**src/rtl/lclm_pkg.sv**
```systemverilog
// Shared types, codes and constants of the load-change and level monitor.
// No dependencies; every other file of the block refers to this package.
`default_nettype none
package lclm_pkg;

	// Width of the ADC reading that the block actually uses.
	localparam int unsigned SAMPLE_BITS = 16;

	localparam int unsigned CAL_W   = 16;
	localparam int unsigned DAMP_W  = 8;
	localparam int unsigned THR_W   = 8;
	localparam int unsigned PCT_W   = 8;
	localparam int unsigned TICK_W  = 11;
	localparam int unsigned CIDX_W  = 3;
	localparam int unsigned CDATA_W = 16;

	// Magnitude of (sample - null) * 100 fits in this many bits.
	localparam int unsigned MAG_W  = CAL_W + 7;
	// Quotient bits that are produced bit by bit; anything at or above 2**QBITS saturates.
	localparam int unsigned QBITS  = PCT_W + 1;
	localparam int unsigned HI_W   = MAG_W - QBITS;
	localparam int unsigned CNT_W  = $clog2(QBITS);

	localparam logic [TICK_W-1:0] TICK_MAX       = {TICK_W{1'b1}};
	localparam logic [TICK_W-1:0] TICKS_PER_UNIT = TICK_W'(5);
	localparam logic [6:0]        PERCENT_SCALE  = 7'd100;
	localparam logic [PCT_W-1:0]  PCT_SAT        = {PCT_W{1'b1}};

	// Configuration register indexes.
	localparam logic [CIDX_W-1:0] REG_NULL_CAL   = 3'd0;
	localparam logic [CIDX_W-1:0] REG_FULL_CAL   = 3'd1;
	localparam logic [CIDX_W-1:0] REG_DAMPING    = 3'd2;
	localparam logic [CIDX_W-1:0] REG_CHANGE_THR = 3'd3;
	localparam logic [CIDX_W-1:0] REG_EMPTY_LVL  = 3'd4;
	localparam logic [CIDX_W-1:0] REG_HEAVY_LVL  = 3'd5;
	localparam logic [CIDX_W-1:0] REG_OVER_LVL   = 3'd6;

	// Item kinds.
	localparam logic FUNC_SAMPLE = 1'b0;
	localparam logic FUNC_TICK   = 1'b1;

	// Trend codes.
	localparam logic [1:0] TREND_STEADY = 2'd0;
	localparam logic [1:0] TREND_DROP   = 2'd1;
	localparam logic [1:0] TREND_RISE   = 2'd2;

	// Level codes.
	localparam logic [1:0] LEVEL_EMPTY = 2'd0;
	localparam logic [1:0] LEVEL_NORM  = 2'd1;
	localparam logic [1:0] LEVEL_HEAVY = 2'd2;
	localparam logic [1:0] LEVEL_OVER  = 2'd3;

	typedef enum logic [3:0] {
		MON_IDLE = 4'b0001,
		MON_CALC = 4'b0010,
		MON_EVAL = 4'b0100,
		MON_OUT  = 4'b1000
	} mon_state_t;

	typedef enum logic [3:0] {
		PCT_IDLE  = 4'b0001,
		PCT_PREP  = 4'b0010,
		PCT_CHECK = 4'b0100,
		PCT_DIV   = 4'b1000
	} pct_state_t;

	// Result of the percentage unit: done pulses for one cycle with pct valid.
	typedef struct packed {
		logic             done;
		logic [PCT_W-1:0] pct;
	} pct_res_t;

endpackage
`default_nettype wire

```
**src/rtl/lclm_if.sv**
```systemverilog
// Handshake channels of the load-change and level monitor: request and response.
// Depends on lclm_pkg for the field widths.
`default_nettype none
interface lclm_req_if;
	logic                              valid;
	logic                              ready;
	logic                              func;
	logic [15:0]                       sample;

	modport source (output valid, output func, output sample, input ready);
	modport sink (input valid, input func, input sample, output ready);
endinterface

interface lclm_rsp_if;
	logic                              valid;
	logic                              ready;
	logic [1:0]                        trend;
	logic [1:0]                        level;
	logic [lclm_pkg::PCT_W-1:0]        percent_now;

	modport source (output valid, output trend, output level, output percent_now, input ready);
	modport sink (input valid, input trend, input level, input percent_now, output ready);
endinterface
`default_nettype wire

```
**src/rtl/lclm_pct_unit.sv**
```systemverilog
// Percentage unit: trunc((sample - null) * 100 / (full - null)), clamped to 0..255.
// One shared subtractor runs a restoring division one quotient bit per cycle. Uses lclm_pkg.
`default_nettype none
module lclm_pct_unit (
	input  wire                                clk,
	input  wire                                arst_n,
	input  wire                                start,
	input  wire  [lclm_pkg::SAMPLE_BITS-1:0]   sample,
	input  wire  [lclm_pkg::CAL_W-1:0]         null_cal,
	input  wire  [lclm_pkg::CAL_W-1:0]         full_cal,
	output lclm_pkg::pct_res_t                 res
);

	lclm_pkg::pct_state_t              state_q;
	logic [lclm_pkg::MAG_W-1:0]        mag_q;
	logic [lclm_pkg::CAL_W-1:0]        den_q;
	logic [lclm_pkg::CAL_W-1:0]        rem_q;
	logic [lclm_pkg::QBITS-1:0]        lo_q;
	logic [lclm_pkg::PCT_W-1:0]        quo_q;
	logic [lclm_pkg::CNT_W-1:0]        cnt_q;
	lclm_pkg::pct_res_t                res_q;

	logic signed [lclm_pkg::CAL_W:0]   num_d;
	logic signed [lclm_pkg::CAL_W:0]   den_d;
	logic        [lclm_pkg::CAL_W:0]   num_abs;
	logic        [lclm_pkg::CAL_W:0]   den_abs;
	logic                              zero_res;
	logic        [lclm_pkg::CAL_W:0]   opa;
	logic        [lclm_pkg::CAL_W+1:0] diff;
	logic                              fits;
	logic        [lclm_pkg::QBITS-1:0] quo_next;

	// Signed span terms and their magnitudes.
	always_comb begin
		num_d   = $signed({1'b0, lclm_pkg::CAL_W'(sample)}) - $signed({1'b0, null_cal});
		den_d   = $signed({1'b0, full_cal}) - $signed({1'b0, null_cal});
		num_abs = num_d[lclm_pkg::CAL_W] ? (lclm_pkg::CAL_W+1)'(-num_d) : num_d;
		den_abs = den_d[lclm_pkg::CAL_W] ? (lclm_pkg::CAL_W+1)'(-den_d) : den_d;
		// A zero span, or a quotient that comes out negative, gives zero.
		zero_res = (den_d == '0) || (num_d[lclm_pkg::CAL_W] != den_d[lclm_pkg::CAL_W]);
	end

	// The shared subtractor: partial remainder against the span magnitude.
	always_comb begin
		if (state_q == lclm_pkg::PCT_CHECK) begin
			opa = (lclm_pkg::CAL_W+1)'(mag_q[lclm_pkg::MAG_W-1:lclm_pkg::QBITS]);
		end else begin
			opa = {rem_q, lo_q[lclm_pkg::QBITS-1]};
		end
		diff     = {1'b0, opa} - {2'b00, den_q};
		fits     = !diff[lclm_pkg::CAL_W+1];
		quo_next = {quo_q, fits};
	end

	always_ff @(posedge clk or negedge arst_n) begin
		if (!arst_n) begin
			state_q <= lclm_pkg::PCT_IDLE;
			res_q   <= '0;
		end else begin
			res_q.done <= 1'b0;
			case (state_q)
				lclm_pkg::PCT_IDLE: begin
					if (start) begin
						state_q <= lclm_pkg::PCT_PREP;
					end
				end
				lclm_pkg::PCT_PREP: begin
					if (zero_res) begin
						res_q.done <= 1'b1;
						res_q.pct  <= '0;
						state_q    <= lclm_pkg::PCT_IDLE;
					end else begin
						state_q <= lclm_pkg::PCT_CHECK;
					end
				end
				lclm_pkg::PCT_CHECK: begin
					// If the top bits alone reach the span, the quotient is far above 255.
					if (fits) begin
						res_q.done <= 1'b1;
						res_q.pct  <= lclm_pkg::PCT_SAT;
						state_q    <= lclm_pkg::PCT_IDLE;
					end else begin
						state_q <= lclm_pkg::PCT_DIV;
					end
				end
				lclm_pkg::PCT_DIV: begin
					if (cnt_q == lclm_pkg::CNT_W'(lclm_pkg::QBITS - 1)) begin
						res_q.done <= 1'b1;
						res_q.pct  <= quo_next[lclm_pkg::QBITS-1] ? lclm_pkg::PCT_SAT
						                                         : quo_next[lclm_pkg::PCT_W-1:0];
						state_q    <= lclm_pkg::PCT_IDLE;
					end
				end
				default: begin
					state_q <= lclm_pkg::PCT_IDLE;
				end
			endcase
		end
	end

	// Datapath registers.
	always_ff @(posedge clk) begin
		case (state_q)
			lclm_pkg::PCT_PREP: begin
				mag_q <= lclm_pkg::MAG_W'(num_abs[lclm_pkg::CAL_W-1:0])
				         * lclm_pkg::MAG_W'(lclm_pkg::PERCENT_SCALE);
				den_q <= den_abs[lclm_pkg::CAL_W-1:0];
			end
			lclm_pkg::PCT_CHECK: begin
				rem_q <= lclm_pkg::CAL_W'(mag_q[lclm_pkg::MAG_W-1:lclm_pkg::QBITS]);
				lo_q  <= mag_q[lclm_pkg::QBITS-1:0];
				quo_q <= '0;
				cnt_q <= '0;
			end
			lclm_pkg::PCT_DIV: begin
				if (fits) begin
					rem_q <= diff[lclm_pkg::CAL_W-1:0];
				end else begin
					rem_q <= opa[lclm_pkg::CAL_W-1:0];
				end
				lo_q  <= {lo_q[lclm_pkg::QBITS-2:0], 1'b0};
				quo_q <= quo_next[lclm_pkg::PCT_W-1:0];
				cnt_q <= cnt_q + 1'b1;
			end
			default: begin
			end
		endcase
	end

	assign res = res_q;

endmodule
`default_nettype wire

```
**src/rtl/load_change_and_level_monitor.sv**
```systemverilog
// Top level of the load-change and level monitor: configuration registers, item sequencer,
// trend logic and output register. Depends on lclm_pkg, lclm_if and lclm_pct_unit.
`default_nettype none
// The block watches a load-sensor ADC stream that arrives as items on the req channel. A tick
// item (func = 1) advances a damping counter that saturates at 2047; it is taken in the idle
// state and produces no response. A sample item (func = 0) always produces exactly one response
// item on the rsp channel with its load level from the three threshold registers. When the
// counter has reached damping * 5, the sample is also evaluated: the counter clears, the sample
// is turned into a percentage of the calibrated span, truncated and clamped to 0..255, and the
// change against the previous percentage updates the held trend flag. A sample that is not
// evaluated goes to the output state, which loads a registered response once the output
// register has room. An evaluated sample waits for the percentage unit, whose one subtractor
// produces one quotient bit per cycle over nine steps after an operand preparation step and a
// range-check step. A zero span or a negative quotient finishes after preparation. The block
// takes no new item while a sample is in work. The response sits in an output register, so the
// next tick or sample can be accepted while an earlier response waits to be taken. Configuration
// is to be written through cfg_we, cfg_idx and cfg_data only while the block is idle; the block
// itself does not enforce this. Indexes beyond the register list are ignored.
module load_change_and_level_monitor (
	input  wire                               clk,
	input  wire                               arst_n,
	input  wire                               cfg_we,
	input  wire  [lclm_pkg::CIDX_W-1:0]       cfg_idx,
	input  wire  [lclm_pkg::CDATA_W-1:0]      cfg_data,
	lclm_req_if.sink                          req,
	lclm_rsp_if.source                        rsp
);

	// Configuration registers.
	logic [lclm_pkg::CAL_W-1:0]       null_cal_q;
	logic [lclm_pkg::CAL_W-1:0]       full_cal_q;
	logic [lclm_pkg::DAMP_W-1:0]      damping_q;
	logic [lclm_pkg::THR_W-1:0]       change_thr_q;
	logic [lclm_pkg::CAL_W-1:0]       empty_lvl_q;
	logic [lclm_pkg::CAL_W-1:0]       heavy_lvl_q;
	logic [lclm_pkg::CAL_W-1:0]       over_lvl_q;

	// Monitor state.
	lclm_pkg::mon_state_t             state_q;
	logic [lclm_pkg::TICK_W-1:0]      tick_count_q;
	logic [lclm_pkg::PCT_W-1:0]       prev_pct_q;
	logic [1:0]                       trend_q;
	logic [lclm_pkg::PCT_W-1:0]       pct_q;
	logic [lclm_pkg::SAMPLE_BITS-1:0] sample_q;
	logic [1:0]                       level_q;

	// Output register.
	logic                             rsp_valid_q;
	logic [1:0]                       rsp_trend_q;
	logic [1:0]                       rsp_level_q;
	logic [lclm_pkg::PCT_W-1:0]       rsp_pct_q;

	logic                             accept;
	logic [lclm_pkg::SAMPLE_BITS-1:0] sample_in;
	logic [lclm_pkg::CAL_W-1:0]       sample_ext;
	logic [1:0]                       level_in;
	logic [lclm_pkg::TICK_W-1:0]      eval_ticks;
	logic                             eval_due;
	logic                             start;
	logic                             out_free;
	logic                             rise;
	logic [lclm_pkg::PCT_W-1:0]       delta;
	lclm_pkg::pct_res_t               pct_res;

	assign req.ready = (state_q == lclm_pkg::MON_IDLE);
	assign accept    = req.valid && req.ready;

	// Only the low SAMPLE_BITS bits of the reading take part.
	assign sample_in  = req.sample[lclm_pkg::SAMPLE_BITS-1:0];
	assign sample_ext = lclm_pkg::CAL_W'(sample_in);

	always_comb begin
		if (sample_ext <= empty_lvl_q) begin
			level_in = lclm_pkg::LEVEL_EMPTY;
		end else if (sample_ext < heavy_lvl_q) begin
			level_in = lclm_pkg::LEVEL_NORM;
		end else if (sample_ext < over_lvl_q) begin
			level_in = lclm_pkg::LEVEL_HEAVY;
		end else begin
			level_in = lclm_pkg::LEVEL_OVER;
		end
	end

	assign eval_ticks = lclm_pkg::TICK_W'(damping_q) * lclm_pkg::TICKS_PER_UNIT;
	assign eval_due   = (tick_count_q >= eval_ticks);
	assign start      = accept && (req.func == lclm_pkg::FUNC_SAMPLE) && eval_due;

	// The response register can load when it is empty or being taken in this cycle.
	assign out_free = !rsp_valid_q || rsp.ready;

	// Trend comparison of the new percentage against the previous one.
	always_comb begin
		rise  = (pct_q > prev_pct_q);
		delta = rise ? (pct_q - prev_pct_q) : (prev_pct_q - pct_q);
	end

	lclm_pct_unit u_pct (
		.clk      (clk),
		.arst_n   (arst_n),
		.start    (start),
		.sample   (sample_q),
		.null_cal (null_cal_q),
		.full_cal (full_cal_q),
		.res      (pct_res)
	);

	// Configuration writes.
	always_ff @(posedge clk or negedge arst_n) begin
		if (!arst_n) begin
			null_cal_q   <= lclm_pkg::CAL_W'(0);
			full_cal_q   <= lclm_pkg::CAL_W'(4095);
			damping_q    <= lclm_pkg::DAMP_W'(1);
			change_thr_q <= lclm_pkg::THR_W'(10);
			empty_lvl_q  <= lclm_pkg::CAL_W'(100);
			heavy_lvl_q  <= lclm_pkg::CAL_W'(3500);
			over_lvl_q   <= lclm_pkg::CAL_W'(4000);
		end else if (cfg_we) begin
			case (cfg_idx)
				lclm_pkg::REG_NULL_CAL:   null_cal_q   <= cfg_data[lclm_pkg::CAL_W-1:0];
				lclm_pkg::REG_FULL_CAL:   full_cal_q   <= cfg_data[lclm_pkg::CAL_W-1:0];
				lclm_pkg::REG_DAMPING:    damping_q    <= cfg_data[lclm_pkg::DAMP_W-1:0];
				lclm_pkg::REG_CHANGE_THR: change_thr_q <= cfg_data[lclm_pkg::THR_W-1:0];
				lclm_pkg::REG_EMPTY_LVL:  empty_lvl_q  <= cfg_data[lclm_pkg::CAL_W-1:0];
				lclm_pkg::REG_HEAVY_LVL:  heavy_lvl_q  <= cfg_data[lclm_pkg::CAL_W-1:0];
				lclm_pkg::REG_OVER_LVL:   over_lvl_q   <= cfg_data[lclm_pkg::CAL_W-1:0];
				default: begin
				end
			endcase
		end
	end

	// Item sequencer and monitor state.
	always_ff @(posedge clk or negedge arst_n) begin
		if (!arst_n) begin
			state_q      <= lclm_pkg::MON_IDLE;
			tick_count_q <= '0;
			prev_pct_q   <= '0;
			trend_q      <= lclm_pkg::TREND_STEADY;
			rsp_valid_q  <= 1'b0;
		end else begin
			if (rsp_valid_q && rsp.ready) begin
				rsp_valid_q <= 1'b0;
			end
			case (state_q)
				lclm_pkg::MON_IDLE: begin
					if (accept) begin
						if (req.func == lclm_pkg::FUNC_TICK) begin
							if (tick_count_q != lclm_pkg::TICK_MAX) begin
								tick_count_q <= tick_count_q + 1'b1;
							end
						end else if (eval_due) begin
							tick_count_q <= '0;
							state_q      <= lclm_pkg::MON_CALC;
						end else begin
							state_q <= lclm_pkg::MON_OUT;
						end
					end
				end
				lclm_pkg::MON_CALC: begin
					if (pct_res.done) begin
						state_q <= lclm_pkg::MON_EVAL;
					end
				end
				lclm_pkg::MON_EVAL: begin
					if (rise) begin
						trend_q <= (delta >= change_thr_q) ? lclm_pkg::TREND_RISE
						                                   : lclm_pkg::TREND_STEADY;
					end else begin
						trend_q <= (delta >= change_thr_q) ? lclm_pkg::TREND_DROP
						                                   : lclm_pkg::TREND_STEADY;
					end
					prev_pct_q <= pct_q;
					state_q    <= lclm_pkg::MON_OUT;
				end
				lclm_pkg::MON_OUT: begin
					// Wait here until the response register has room.
					if (out_free) begin
						rsp_valid_q <= 1'b1;
						state_q     <= lclm_pkg::MON_IDLE;
					end
				end
				default: begin
					state_q <= lclm_pkg::MON_IDLE;
				end
			endcase
		end
	end

	// Payload registers.
	always_ff @(posedge clk) begin
		if (accept && (req.func == lclm_pkg::FUNC_SAMPLE)) begin
			sample_q <= sample_in;
			level_q  <= level_in;
		end
		if (pct_res.done) begin
			pct_q <= pct_res.pct;
		end
		if ((state_q == lclm_pkg::MON_OUT) && out_free) begin
			rsp_trend_q <= trend_q;
			rsp_level_q <= level_q;
			rsp_pct_q   <= prev_pct_q;
		end
	end

	assign rsp.valid       = rsp_valid_q;
	assign rsp.trend       = rsp_trend_q;
	assign rsp.level       = rsp_level_q;
	assign rsp.percent_now = rsp_pct_q;

endmodule
`default_nettype wire

```
**src/flat_wrapper.sv**
```systemverilog
// flat-port wrapper written by rule: the top's interface ports become plain ports
module load_change_and_level_monitor_flat 
  (clk, arst_n, cfg_we, cfg_idx, cfg_data, req_valid, req_func, req_sample, req_ready, rsp_valid, rsp_trend, rsp_level, rsp_percent_now, rsp_ready);
  lclm_req_if req_i ();
  lclm_rsp_if rsp_i ();
  input  wire clk;
  input  wire arst_n;
  input  wire cfg_we;
  input  wire  [lclm_pkg::CIDX_W-1:0] cfg_idx;
  input  wire  [lclm_pkg::CDATA_W-1:0] cfg_data;
  input wire logic [$bits(req_i.valid)-1:0] req_valid;
  input wire logic [$bits(req_i.func)-1:0] req_func;
  input wire logic [$bits(req_i.sample)-1:0] req_sample;
  output wire logic [$bits(req_i.ready)-1:0] req_ready;
  output wire logic [$bits(rsp_i.valid)-1:0] rsp_valid;
  output wire logic [$bits(rsp_i.trend)-1:0] rsp_trend;
  output wire logic [$bits(rsp_i.level)-1:0] rsp_level;
  output wire logic [$bits(rsp_i.percent_now)-1:0] rsp_percent_now;
  input wire logic [$bits(rsp_i.ready)-1:0] rsp_ready;
  assign req_i.valid = req_valid;
  assign req_i.func = req_func;
  assign req_i.sample = req_sample;
  assign req_ready = req_i.ready;
  assign rsp_valid = rsp_i.valid;
  assign rsp_trend = rsp_i.trend;
  assign rsp_level = rsp_i.level;
  assign rsp_percent_now = rsp_i.percent_now;
  assign rsp_i.ready = rsp_ready;
  load_change_and_level_monitor u_core (.clk(clk), .arst_n(arst_n), .cfg_we(cfg_we), .cfg_idx(cfg_idx), .cfg_data(cfg_data), .req(req_i), .rsp(rsp_i));
endmodule
```
**config.mk**
```make
export PLATFORM = sky130hd
export DESIGN_NAME = load_change_and_level_monitor_flat
export DESIGN_NICKNAME = d
export VERILOG_FILES = /design/src/rtl/lclm_pkg.sv /design/src/rtl/lclm_if.sv /design/src/rtl/lclm_pct_unit.sv /design/src/rtl/load_change_and_level_monitor.sv /design/src/flat_wrapper.sv
export SDC_FILE = /design/constraint.sdc
export NUM_CORES = 1
export LEC_CHECK = 0
export ABC_AREA = 1
export ABC_CLOCK_PERIOD_IN_PS = 9700
export BUFFER_PORTS_ARGS = -buffer_cell sky130_fd_sc_hd__buf_4
export CAP_MARGIN = 20
export CORE_UTILIZATION = 68
export DETAILED_ROUTE_END_ITERATION = 6
export GPL_ROUTABILITY_DRIVEN = 0
export GPL_TIMING_DRIVEN = 1
export PLACE_DENSITY = 0.9
export SYNTH_ARGS = -nofsm -noshare
export SYNTH_HDL_FRONTEND = slang
export SYNTH_SLANG_ARGS = --single-unit
```
**constraint.sdc**
```tcl
create_clock -name clk -period 9.7 [get_ports clk]
set_input_delay 0.97 -clock clk [delete_from_list [all_inputs] [get_ports clk]]
set_output_delay 0.97 -clock clk [all_outputs]
set_load 0.05 [all_outputs]
```
======== After elaboration in Yosys (flattened, before gate mapping) ========
Index checks and enable logic that the tools add are counted.
W data, S select, Z words.
cells by class
  add/sub/neg operators ................... 9
  multipliers ............................. 2
  $lt $le $gt $ge ......................... 6
  equal/unequal tests ..................... 26
  muxes and demuxes ....................... 36
  bitwise gates (word level) .............. 1
  reduce and logical (&&, ||, !) cells .... 26
operator list
  kind                     count
  $mux W16                 3
  $sub A16 B16 Y17         2
  $mux W11                 3
  $lt A16 B16 Y1           2
  $mux W4                  8
  $neg A16 Y16             2
  $pmux W16 S2             1
  $pmux W4 S4              2
  $mux W9                  3
  $pmux W9 S3              1
  $mul A16 B5 Y21 const B  1
  $pmux W9 S2              1
  $sub A17 B16 Y18         1
  $logic_not A17 Y1        1
  $mux W17                 1
  $le A16 B16 Y1           1
  $mux W8                  2
  $pmux W8 S2              1
  $reduce_and A2 Y1        8
  $sub A8 B8 Y8            2
  $eq A4 B4 Y1 const B     3
  $ne A2 B2 Y1 const B     6
  $reduce_and A4 Y1        3
  $add A11 B1 Y11 const B  1
  other kinds (26)         47
word-level totals
  flip-flop bits (word level) ............. 247
  input port bits ......................... 41
  output and inout bits ................... 14
  word-level logic and storage cells ...... 134

======== Longest topological paths before layout ========
Gate-level depths: netlist (run 1).
  depth in word-level cells ............... 7
  depth in mapped cells ................... 30
  depth with buffers taken out ............ 30

======== By module ========
Synthesis (run 1) repeated with hierarchy kept, for this count alone.
unflattened totals
  cell total of the unflattened synthesis .. 2162
  area total of the unflattened synthesis .. 17317.9 µm²
by module, submodules not included
  module                         instances  cells each  area an instance (µm²)  sequential area each (µm²)
  load_change_and_level_monitor  1          988         8733.4                  4234.1
  lclm_pct_unit                  1          1174        8584.5                  2488.6

======== Worst setup path after synthesis (run 1) ========
Ideal clock, no wire load.
  path type ............................... register -> register
  from .................................... reg u_core.null_cal_q[0] (netlist bit)
  to ...................................... reg u_core.u_pct.mag_q[17] (netlist bit) (data pin)
  setup time .............................. 0.259 ns
  arrival time ............................ 4.583 ns
  required time ........................... 9.441 ns
  slack ................................... 4.858 ns
  cell stages (with the launch flop) ...... 29
  buffers on the path ..................... 1
  period minus slack after synthesis ...... 4.842 ns
  cells stage by stage .................... dfrtp_1 > ha_1 > fa_1 > inv_1 > nand3_1 > nand2_1 > nand3_1 > nand2_2 > nand3_1 > nand2_2 > inv_2 > buf_4 > nand2_1 > xnor2_1 > ha_1 > ha_1 > inv_1 > fa_1 > inv_1 > ha_1 > nand2_1 > inv_1 > a21oi_1 > o21bai_1 > a21oi_1 > o21ai_0 > nand3_1 > nand2_1 > xor2_1
between the ends
  longest elaborated chain between the ends .. 4
ends and longest elaborated chain
  element                 line                                  RTL
  from (decl)             load_change_and_level_monitor.sv:30   logic [lclm_pkg::CAL_W-1:0] null_cal_q;
  from (signal assigned)  load_change_and_level_monitor.sv:110  null_cal_q <= lclm_pkg::CAL_W'(0);
  from (signal assigned)  load_change_and_level_monitor.sv:119  lclm_pkg::REG_NULL_CAL: null_cal_q <= cfg_data[lclm_pkg::CAL_W-1:0];
  $sub A16 B16 Y17 (*)    lclm_pct_unit.sv:35                   num_d = $signed({1'b0, lclm_pkg::CAL_W'(sample)}) - $signed({1'b0, null_cal});
  $neg A16 Y16            lclm_pct_unit.sv:37                   num_abs = num_d[lclm_pkg::CAL_W] ? (lclm_pkg::CAL_W+1)'(-num_d) : num_d;
  $mux W16 (*)            lclm_pct_unit.sv:37
  $mul A16 B5 Y21 (*)     lclm_pct_unit.sv:106                  * lclm_pkg::MAG_W'(lclm_pkg::PERCENT_SCALE);
  to (signal assigned)    lclm_pct_unit.sv:105                  mag_q <= lclm_pkg::MAG_W'(num_abs[lclm_pkg::CAL_W-1:0])
  to (decl)               lclm_pct_unit.sv:15                   logic [lclm_pkg::MAG_W-1:0] mag_q;
Every way passes the cells marked *; elsewhere a longest branch is shown, timed or not.
A chain may end at the register's enable or synchronous reset.

======== Final worst setup path (run 1) ========
Same ends and word-level chain as after synthesis.

==> results by group, run 1 <==
Setup path
  • Top Family by Delay on Critical Path: adder cells
  • Levels on crit path: 27
  • Max stage delay cell, worst path: fa_1
  • CP Launch Type: flip-flop
  • CP required: 9.98 ns
  • Worst path bufs/invs: 5
  • R2R depth: 27
  • CP Class: reg2reg
  • Crit-path max FO: 19
  • Worst path arrival time: 5.64 ns
  • Worst Setup End Kind: flip-flop
  • Slowest Stage Delay on Critical Path: 0.53 ns

Clocking
  • CTS Sinks: 245
  • Maximum root-to-sink buffer count: 3
  • Post_cts resized: 0
  • Postcts setup bufs: 0
  • Clock Pin Slew Worst Setup and Hold Paths: 0.07 ns
  • Clock latency on the worst-skew pair: 0.54 ns
  • Num CTS Buffers: 27
  • Root Driver: clkbuf_16
  • Hold-fix buffers at CTS: 0
  • CTS tree: done
  • Htree depth: 1

Detailed routing
  • Post-DR wirelength/cell: 16.5 um
  • Post-DRT Antenna Nets: 0
  • DR pass1 iterations: 7
  • # DRC: 1
  • Vias per cell: 5.90
  • Total Routed Length: 40800 um
  • Vias: 14500
  • Initial drt markers: 1451

Timing
  • Setup violators final: 0
  • Worst-Margin Slew: 1.06 ns
  • Worst Clk Skew: 0.0168 ns
  • Slew Limit Fails: 0
  • FMAX: 186 MHz
  • Fin. Hold Viols: 0
  • Total negative slack: 0 ns
  • Final period utilization: 55.3%
  • RSZ-0062 raised after global routing: false
  • Worst slew margin: 29.1%
  • Tmin final: 5.36 ns

Place
  • I/O Buffers: 54
  • Post-detail-place hpwl: 29500 um

Cells and area
  • Layout cells sized above 1: 8.73%
  • Fin util: 76.0%
  • Area Overhead vs Synth: 9.22%
  • ANT cells: 0
  • Fin nets: 2376

Floorplanning
  • Initial Util: 69.6%
  • Die height: 160 um
  • Io pins: 55
  • Area of the core: 24400 um2
  • FP Rows: 57
  • Die X: 160 um
  • Full die area: 25600 um2

Yosys
  • Async set-reset flop share out of synthesis: 55.1%
  • Cell area after synthesis: 17000 um2
  • Post-Syn Area per Cell: 8.20 um2
  • Main flop type after synthesis: edfxtp_1
  • Yosys warning total: 0
  • Synth unique cells: 56
  • Syn Inst Count: 2070
  • FF+latch count, synth: 245
  • Post-synthesis sequential area ratio: 39.6%
  • Post-synth EDFFs: 110
  • Synth Net Count: 2325

Global route
  • First-pass GRT wire length: 67600 um
  • Gr usage total: 32.4%
  • Number of antenna violations at the first check in global routing: 0
  • Overflow after GRT: 0
  • Vias in the first global route: 14500
  • Largest net degree at the start of global routing: 73

Status
  • Run status: finished, violations left
  • Failing checks: DRC

Flow run
  • MaxCap Viol Count: 0

Worst hold path
  • Worst Hold Depth: 0
  • Hold Crit Class: reg2reg
cell families after synthesis:
family | Yosys count | share of synthesized area, %
adders and majority gates | 214 | 16.5
muxes | 1 | 0.0589
and+or+nand+nor | 772 | 19.4
xor gates and xnor gates | 73 | 3.81
buffers and inverters | 400 | 9.01
AOI/OAI and AO/OA | 365 | 11.6
DFF | 245 | 39.6
cell usage after synthesis, drive strengths merged (5+ instances only):
library cell    n  area share (%)
nand3         100             3.1
o21ai         187             5.6
o21bai          5            0.22
a21oi         134             4.0
nor3           20            0.69
nor2          111             2.6
dfstp          33             5.1
nand2         493              11
xnor2          20             1.1
inv           362             8.0
edfxtp        110              19
a21o            6            0.27
nand4          31             1.2
dfrtp         102              15
o211ai          6            0.27
buf            11            0.41
ha            197              15
a22oi           5            0.22
fa             17             2.0
xor2           53             2.7
nand3b          7            0.31
clkbuf         27            0.60
through the flow:
stage	hold slack, ns	cells	cell area (um2)	setup slack, ns
2_1_floorplan	0.400	2070	17000	4.86
3_3_place_gp	0.433	2415	17700	4.69
3_5_place_dp	0.439	2415	17700	4.43
4_1_cts	0.454	2465	18500	4.39
5_1_grt	0.474	2466	18500	3.97
6_report	0.453	2466	18500	4.34
routing by layer:
metal | up-vias | track usage (%) | part of all wire [%]
met1 | 6870 | 38.8 | 39
met5 | - | 0 | 0
met3 | 169 | 4.47 | 6.6
met2 | 616 | 57.8 | 50
met4 | 0 | 15.1 | 4.3
li1 | 6890 | - | -
placed cells by master, fill, tap and decap left out, drive strengths merged, types with 7 or more instances in the layout:
master,instances
o21ai,187
dfstp,33
edfxtp,110
xnor2,20
inv,366
ha,197
nand3b,7
nor2,111
nand2,493
nand4,31
clkbuf,37
nand3,100
a21oi,134
xor2,53
fa,17
dfrtp,102
nor3,20
buf,60
layout make-up:
type	instances	area, um2
sequential	245	6720
multi-input combinational	1425	8740
timing repair buffer	60	454
clock buffer	37	773
tap	324	405
fill	1642	5840
inverter	362	1360
clock inverter	13	87.6
worst reg2reg max path, stage by stage, from the launching register on:
cell	delay (ns)
dfrtp_1	0.40
ha_1	0.23
fa_1	0.39
inv_1	0.13
nand3_1	0.10
nand2_1	0.12
nand3_1	0.10
nand2_2	0.11
nand3_1	0.09
nand2_2	0.15
inv_2	0.17
nand2_1	0.12
xnor2_1	0.20
ha_1	0.32
ha_1	0.28
inv_1	0.05
fa_1	0.53
inv_1	0.05
ha_1	0.36
nand2_1	0.09
inv_1	0.04
a21oi_1	0.25
o21bai_1	0.09
a21oi_1	0.25
o21ai_0	0.19
nand3_1	0.10
nand2_1	0.06
xor2_1	0.15
path summary, 6_finish.rpt:
kind / startpoint / endpoint / slack, ns
worst max-delay path: u_core.null_cal_q[0] / u_core.u_pct.mag_q[17] / 4.34
worst min-delay path: u_core.u_pct.res[3] / u_core.pct_q[3] / 0.45
worst max register to register: u_core.null_cal_q[0] / u_core.u_pct.mag_q[17] / 4.34
worst min register to register: u_core.u_pct.res[3] / u_core.pct_q[3] / 0.45
max in group asynchronous: arst_n / u_core.full_cal_q[12] / 7.72
min in group asynchronous: arst_n / u_core.tick_count_q[4] / 0.52
registers in the layout, summed over array words and instances, names as in the netlist, 9 cells and up:
| register | count |
|---|---|
| u_core.full_cal_q | 16 |
| u_core.u_pct.rem_q | 16 |
| u_core.empty_lvl_q | 16 |
| u_core.u_pct.den_q | 16 |
| u_core.over_lvl_q | 16 |
| u_core.u_pct.res | 9 |
| u_core.null_cal_q | 16 |
| u_core.tick_count_q | 11 |
| u_core.heavy_lvl_q | 16 |
| u_core.sample_q | 16 |
| u_core.u_pct.mag_q | 21 |
Power of run 1 is not shown: default switching activity piles up to over one toggle a cycle in this logic, so the estimate is an artifact.
==> inputs of run 2 (changes only) <==
--- a/config.mk
+++ b/config.mk
@@ -6,14 +6,14 @@
 export NUM_CORES = 1
 export LEC_CHECK = 0
 export ABC_AREA = 1
-export ABC_CLOCK_PERIOD_IN_PS = 9700
+export ABC_CLOCK_PERIOD_IN_PS = 5080
 export BUFFER_PORTS_ARGS = -buffer_cell sky130_fd_sc_hd__buf_4
 export CAP_MARGIN = 20
-export CORE_UTILIZATION = 68
+export CORE_UTILIZATION = 64
 export DETAILED_ROUTE_END_ITERATION = 6
 export GPL_ROUTABILITY_DRIVEN = 0
 export GPL_TIMING_DRIVEN = 1
-export PLACE_DENSITY = 0.9
+export PLACE_DENSITY = 0.86
 export SYNTH_ARGS = -nofsm -noshare
 export SYNTH_HDL_FRONTEND = slang
 export SYNTH_SLANG_ARGS = --single-unit
==> constraint.sdc (replaced) <==
create_clock -name clk -period 5.08 [get_ports clk]
set_input_delay 0.508 -clock clk [delete_from_list [all_inputs] [get_ports clk]]
set_output_delay 0.508 -clock clk [all_outputs]
set_load 0.05 [all_outputs]
==> run 2 against run 1 <==
  * The flow now finishes without violations
  * Flip-flop and latch count is the same
  * Sequential share of layout area shrank 1.0 points
  * Design area grew 2.9%
  * Hold slack lost 0.42 ns
  * Core utilization shrank 2.8 points
  * Critical path depth shrank 2
  * Routed wire length shrank 1.9%
  * Fmax grew 6.6%
  * Clock skew shrank 0.0013 ns
  * Highest routed layer unchanged
==> results by group, run 2 (synthesized netlist as in run 1, its figures left out) <==
Global route
  • Largest net degree at the start of global routing: 102
  • First-pass GRT wire length: 64400 um
  • Gr usage total: 29.6%
  • Vias in the first global route: 13800
  • Number of antenna violations at the first check in global routing: 0
  • Overflow after GRT: 0

Setup path
  • Worst Setup End Kind: flip-flop
  • Register-to-Register Setup Slack: 0.05 ns
  • Worst path arrival time: 5.31 ns
  • Critical Path Start: u_core.null_cal_q[0]
  • Max stage delay cell, worst path: fa_2
  • Worst r2r src: u_core.null_cal_q[0]
  • Worst reg2reg endpoint: u_core.u_pct.mag_q[20]
  • CP required: 5.36 ns
  • CP Launch Type: flip-flop
  • Slowest Stage Delay on Critical Path: 0.61 ns
  • Crit-path max FO: 6
  • CP Class: reg2reg
  • Critical path destination: u_core.u_pct.mag_q[20]
  • R2R depth: 25

Status
  • Run status: completed

Detailed routing
  • DR pass1 iterations: 6
  • Post-DR wirelength/cell: 16.0 um
  • Vias: 14300
  • # DRC: 0
  • Initial drt markers: 1165
  • Post-DRT Antenna Nets: 0
  • Total Routed Length: 40000 um
  • Vias per cell: 5.73

Clocking
  • Clock latency on the worst-skew pair: 0.55 ns
  • CTS Sinks: 245
  • Maximum root-to-sink buffer count: 3
  • Root Driver: clkbuf_16
  • Htree depth: 1
  • CTS tree: done
  • Hold-fix buffers at CTS: 0
  • Num CTS Buffers: 28
  • Clock Pin Slew Worst Setup and Hold Paths: 0.06 ns

Cells and area
  • Fillers: 1812
  • Area Overhead vs Synth: 12.4%
  • Most common cell after layout, fill and taps aside: nand2_1
  • Largest Register: u_core.u_pct.mag_q
  • ANT cells: 0
  • Layout cells sized above 1: 11.9%
  • Finished Layout Cells: 2493
  • Max FFs per register: 21
  • Fin nets: 2391
  • Most frequent cells in the layout: nand2_1, inv_1, ha_1

Floorplanning
  • Area of the core: 26100 um2
  • Io pins: 55
  • Die height: 165 um
  • Die X: 165 um
  • Full die area: 27200 um2
  • Initial Util: 65.2%
  • FP Rows: 59

Timing
  • Hold WS: 0.0288 ns
  • Setup violators final: 0
  • Fin. Hold Viols: 0
  • Final period utilization: 99.0%
  • Worst slew margin: 33.6%
  • Tmin final: 5.03 ns
  • Worst Clk Skew: 0.0155 ns
  • FMAX: 199 MHz
  • RSZ-0062 raised after global routing: true
  • Slew Limit Fails: 0
  • Worst-Margin Slew: 0.993 ns

Flow run
  • MaxCap Viol Count: 0

Worst hold path
  • Hold Crit Class: in2async

Place
  • I/O Buffers: 54
  • Placed cell count: 2431
  • Post-detail-place hpwl: 28400 um
[run 2: changes by cell type in the layout (fill, tap and decap cells not counted), sizes merged]
| cell | before | now |
|---|---|---|
| buf | 60 | 74 |
| clkbuf | 37 | 34 |
| clkinvlp | 3 | 0 |
| inv | 366 | 363 |
| bufinv | 0 | 5 |
| clkinv | 6 | 12 |
[run 2: how the worst min path moves through the flow]
stage | depth (start not counted) | slack, ns | end | start
2_1_floorplan | 0 | 0.21 | u_core.change_thr_q[0] | arst_n
3_3_place_gp | 0 | 0.43 | u_core.rsp.percent_now[7] | u_core.prev_pct_q[7]
3_5_place_dp | 0 | 0.43 | u_core.pct_q[7] | u_core.u_pct.res[7]
4_1_cts | 1 | 0.11 | u_core.heavy_lvl_q[9] | arst_n
5_1_grt | 1 | 0.14 | u_core.heavy_lvl_q[9] | arst_n
6_report | 1 | 0.03 | u_core.heavy_lvl_q[9] | arst_n
[run 2: area by class of cell]
cell class                 count  area, um2  share of cell area [%]
multi-input combinational   1425       9060                    47.5
sequential                   245       6720                    35.2
inverter                     362       1360                    7.14
clock buffer                  34        744                    3.90
timing repair buffer          74        559                    2.93
tap                          335        419                    2.20
clock inverter                18        219                    1.15
[run 2: layer usage]
| layer | up-vias | GRT usage, % | share of wire (%) |
|---|---|---|---|
| met2 | 466 | 52.7 | 50 |
| met5 | - | 0 | 0 |
| met1 | 6780 | 36.2 | 41 |
| li1 | 6906 | - | - |
| met4 | 0 | 12.5 | 4.2 |
| met3 | 122 | 3.24 | 4.9 |
[run 2: critical path: cells and delay by family, from the launching register on]
kind / cells / cell delay, ns
AND/OR/NAND/NOR: 11 / 1.30
XOR/XNOR: 2 / 0.32
flip-flops: 1 / 0.40
AO/OA/AOI/OAI: 2 / 0.25
buffers and inverters: 4 / 0.30
adder cells (fa/ha/maj): 6 / 2.18
[run 2: repair_timing]
action                                  in CTS  in global routing
gates cloned                                 0                  0
pin swaps                                    1                 32
gates resized for setup                      7                 64
endpoints found under the setup margin       3                 10
hold endpoints to repair                     0                  0
setup buffers                                0                 10
[run 2: through the flow]
step | setup slack (ns) | cell area (um2) | setup TNS [ns] | util, %
2_1_floorplan | 0.238 | 17000 | 0 | -
6_report | 0.0506 | 19100 | 0 | 73.3
3_3_place_gp | 0.135 | 17700 | 0 | 68.0
3_5_place_dp | -0.0962 | 17700 | -0.102 | 68.0
5_1_grt | -0.213 | 19100 | -0.887 | 73.3
4_1_cts | 0.00962 | 18700 | 0 | 71.9
Power of run 2 is left out for the same reason.
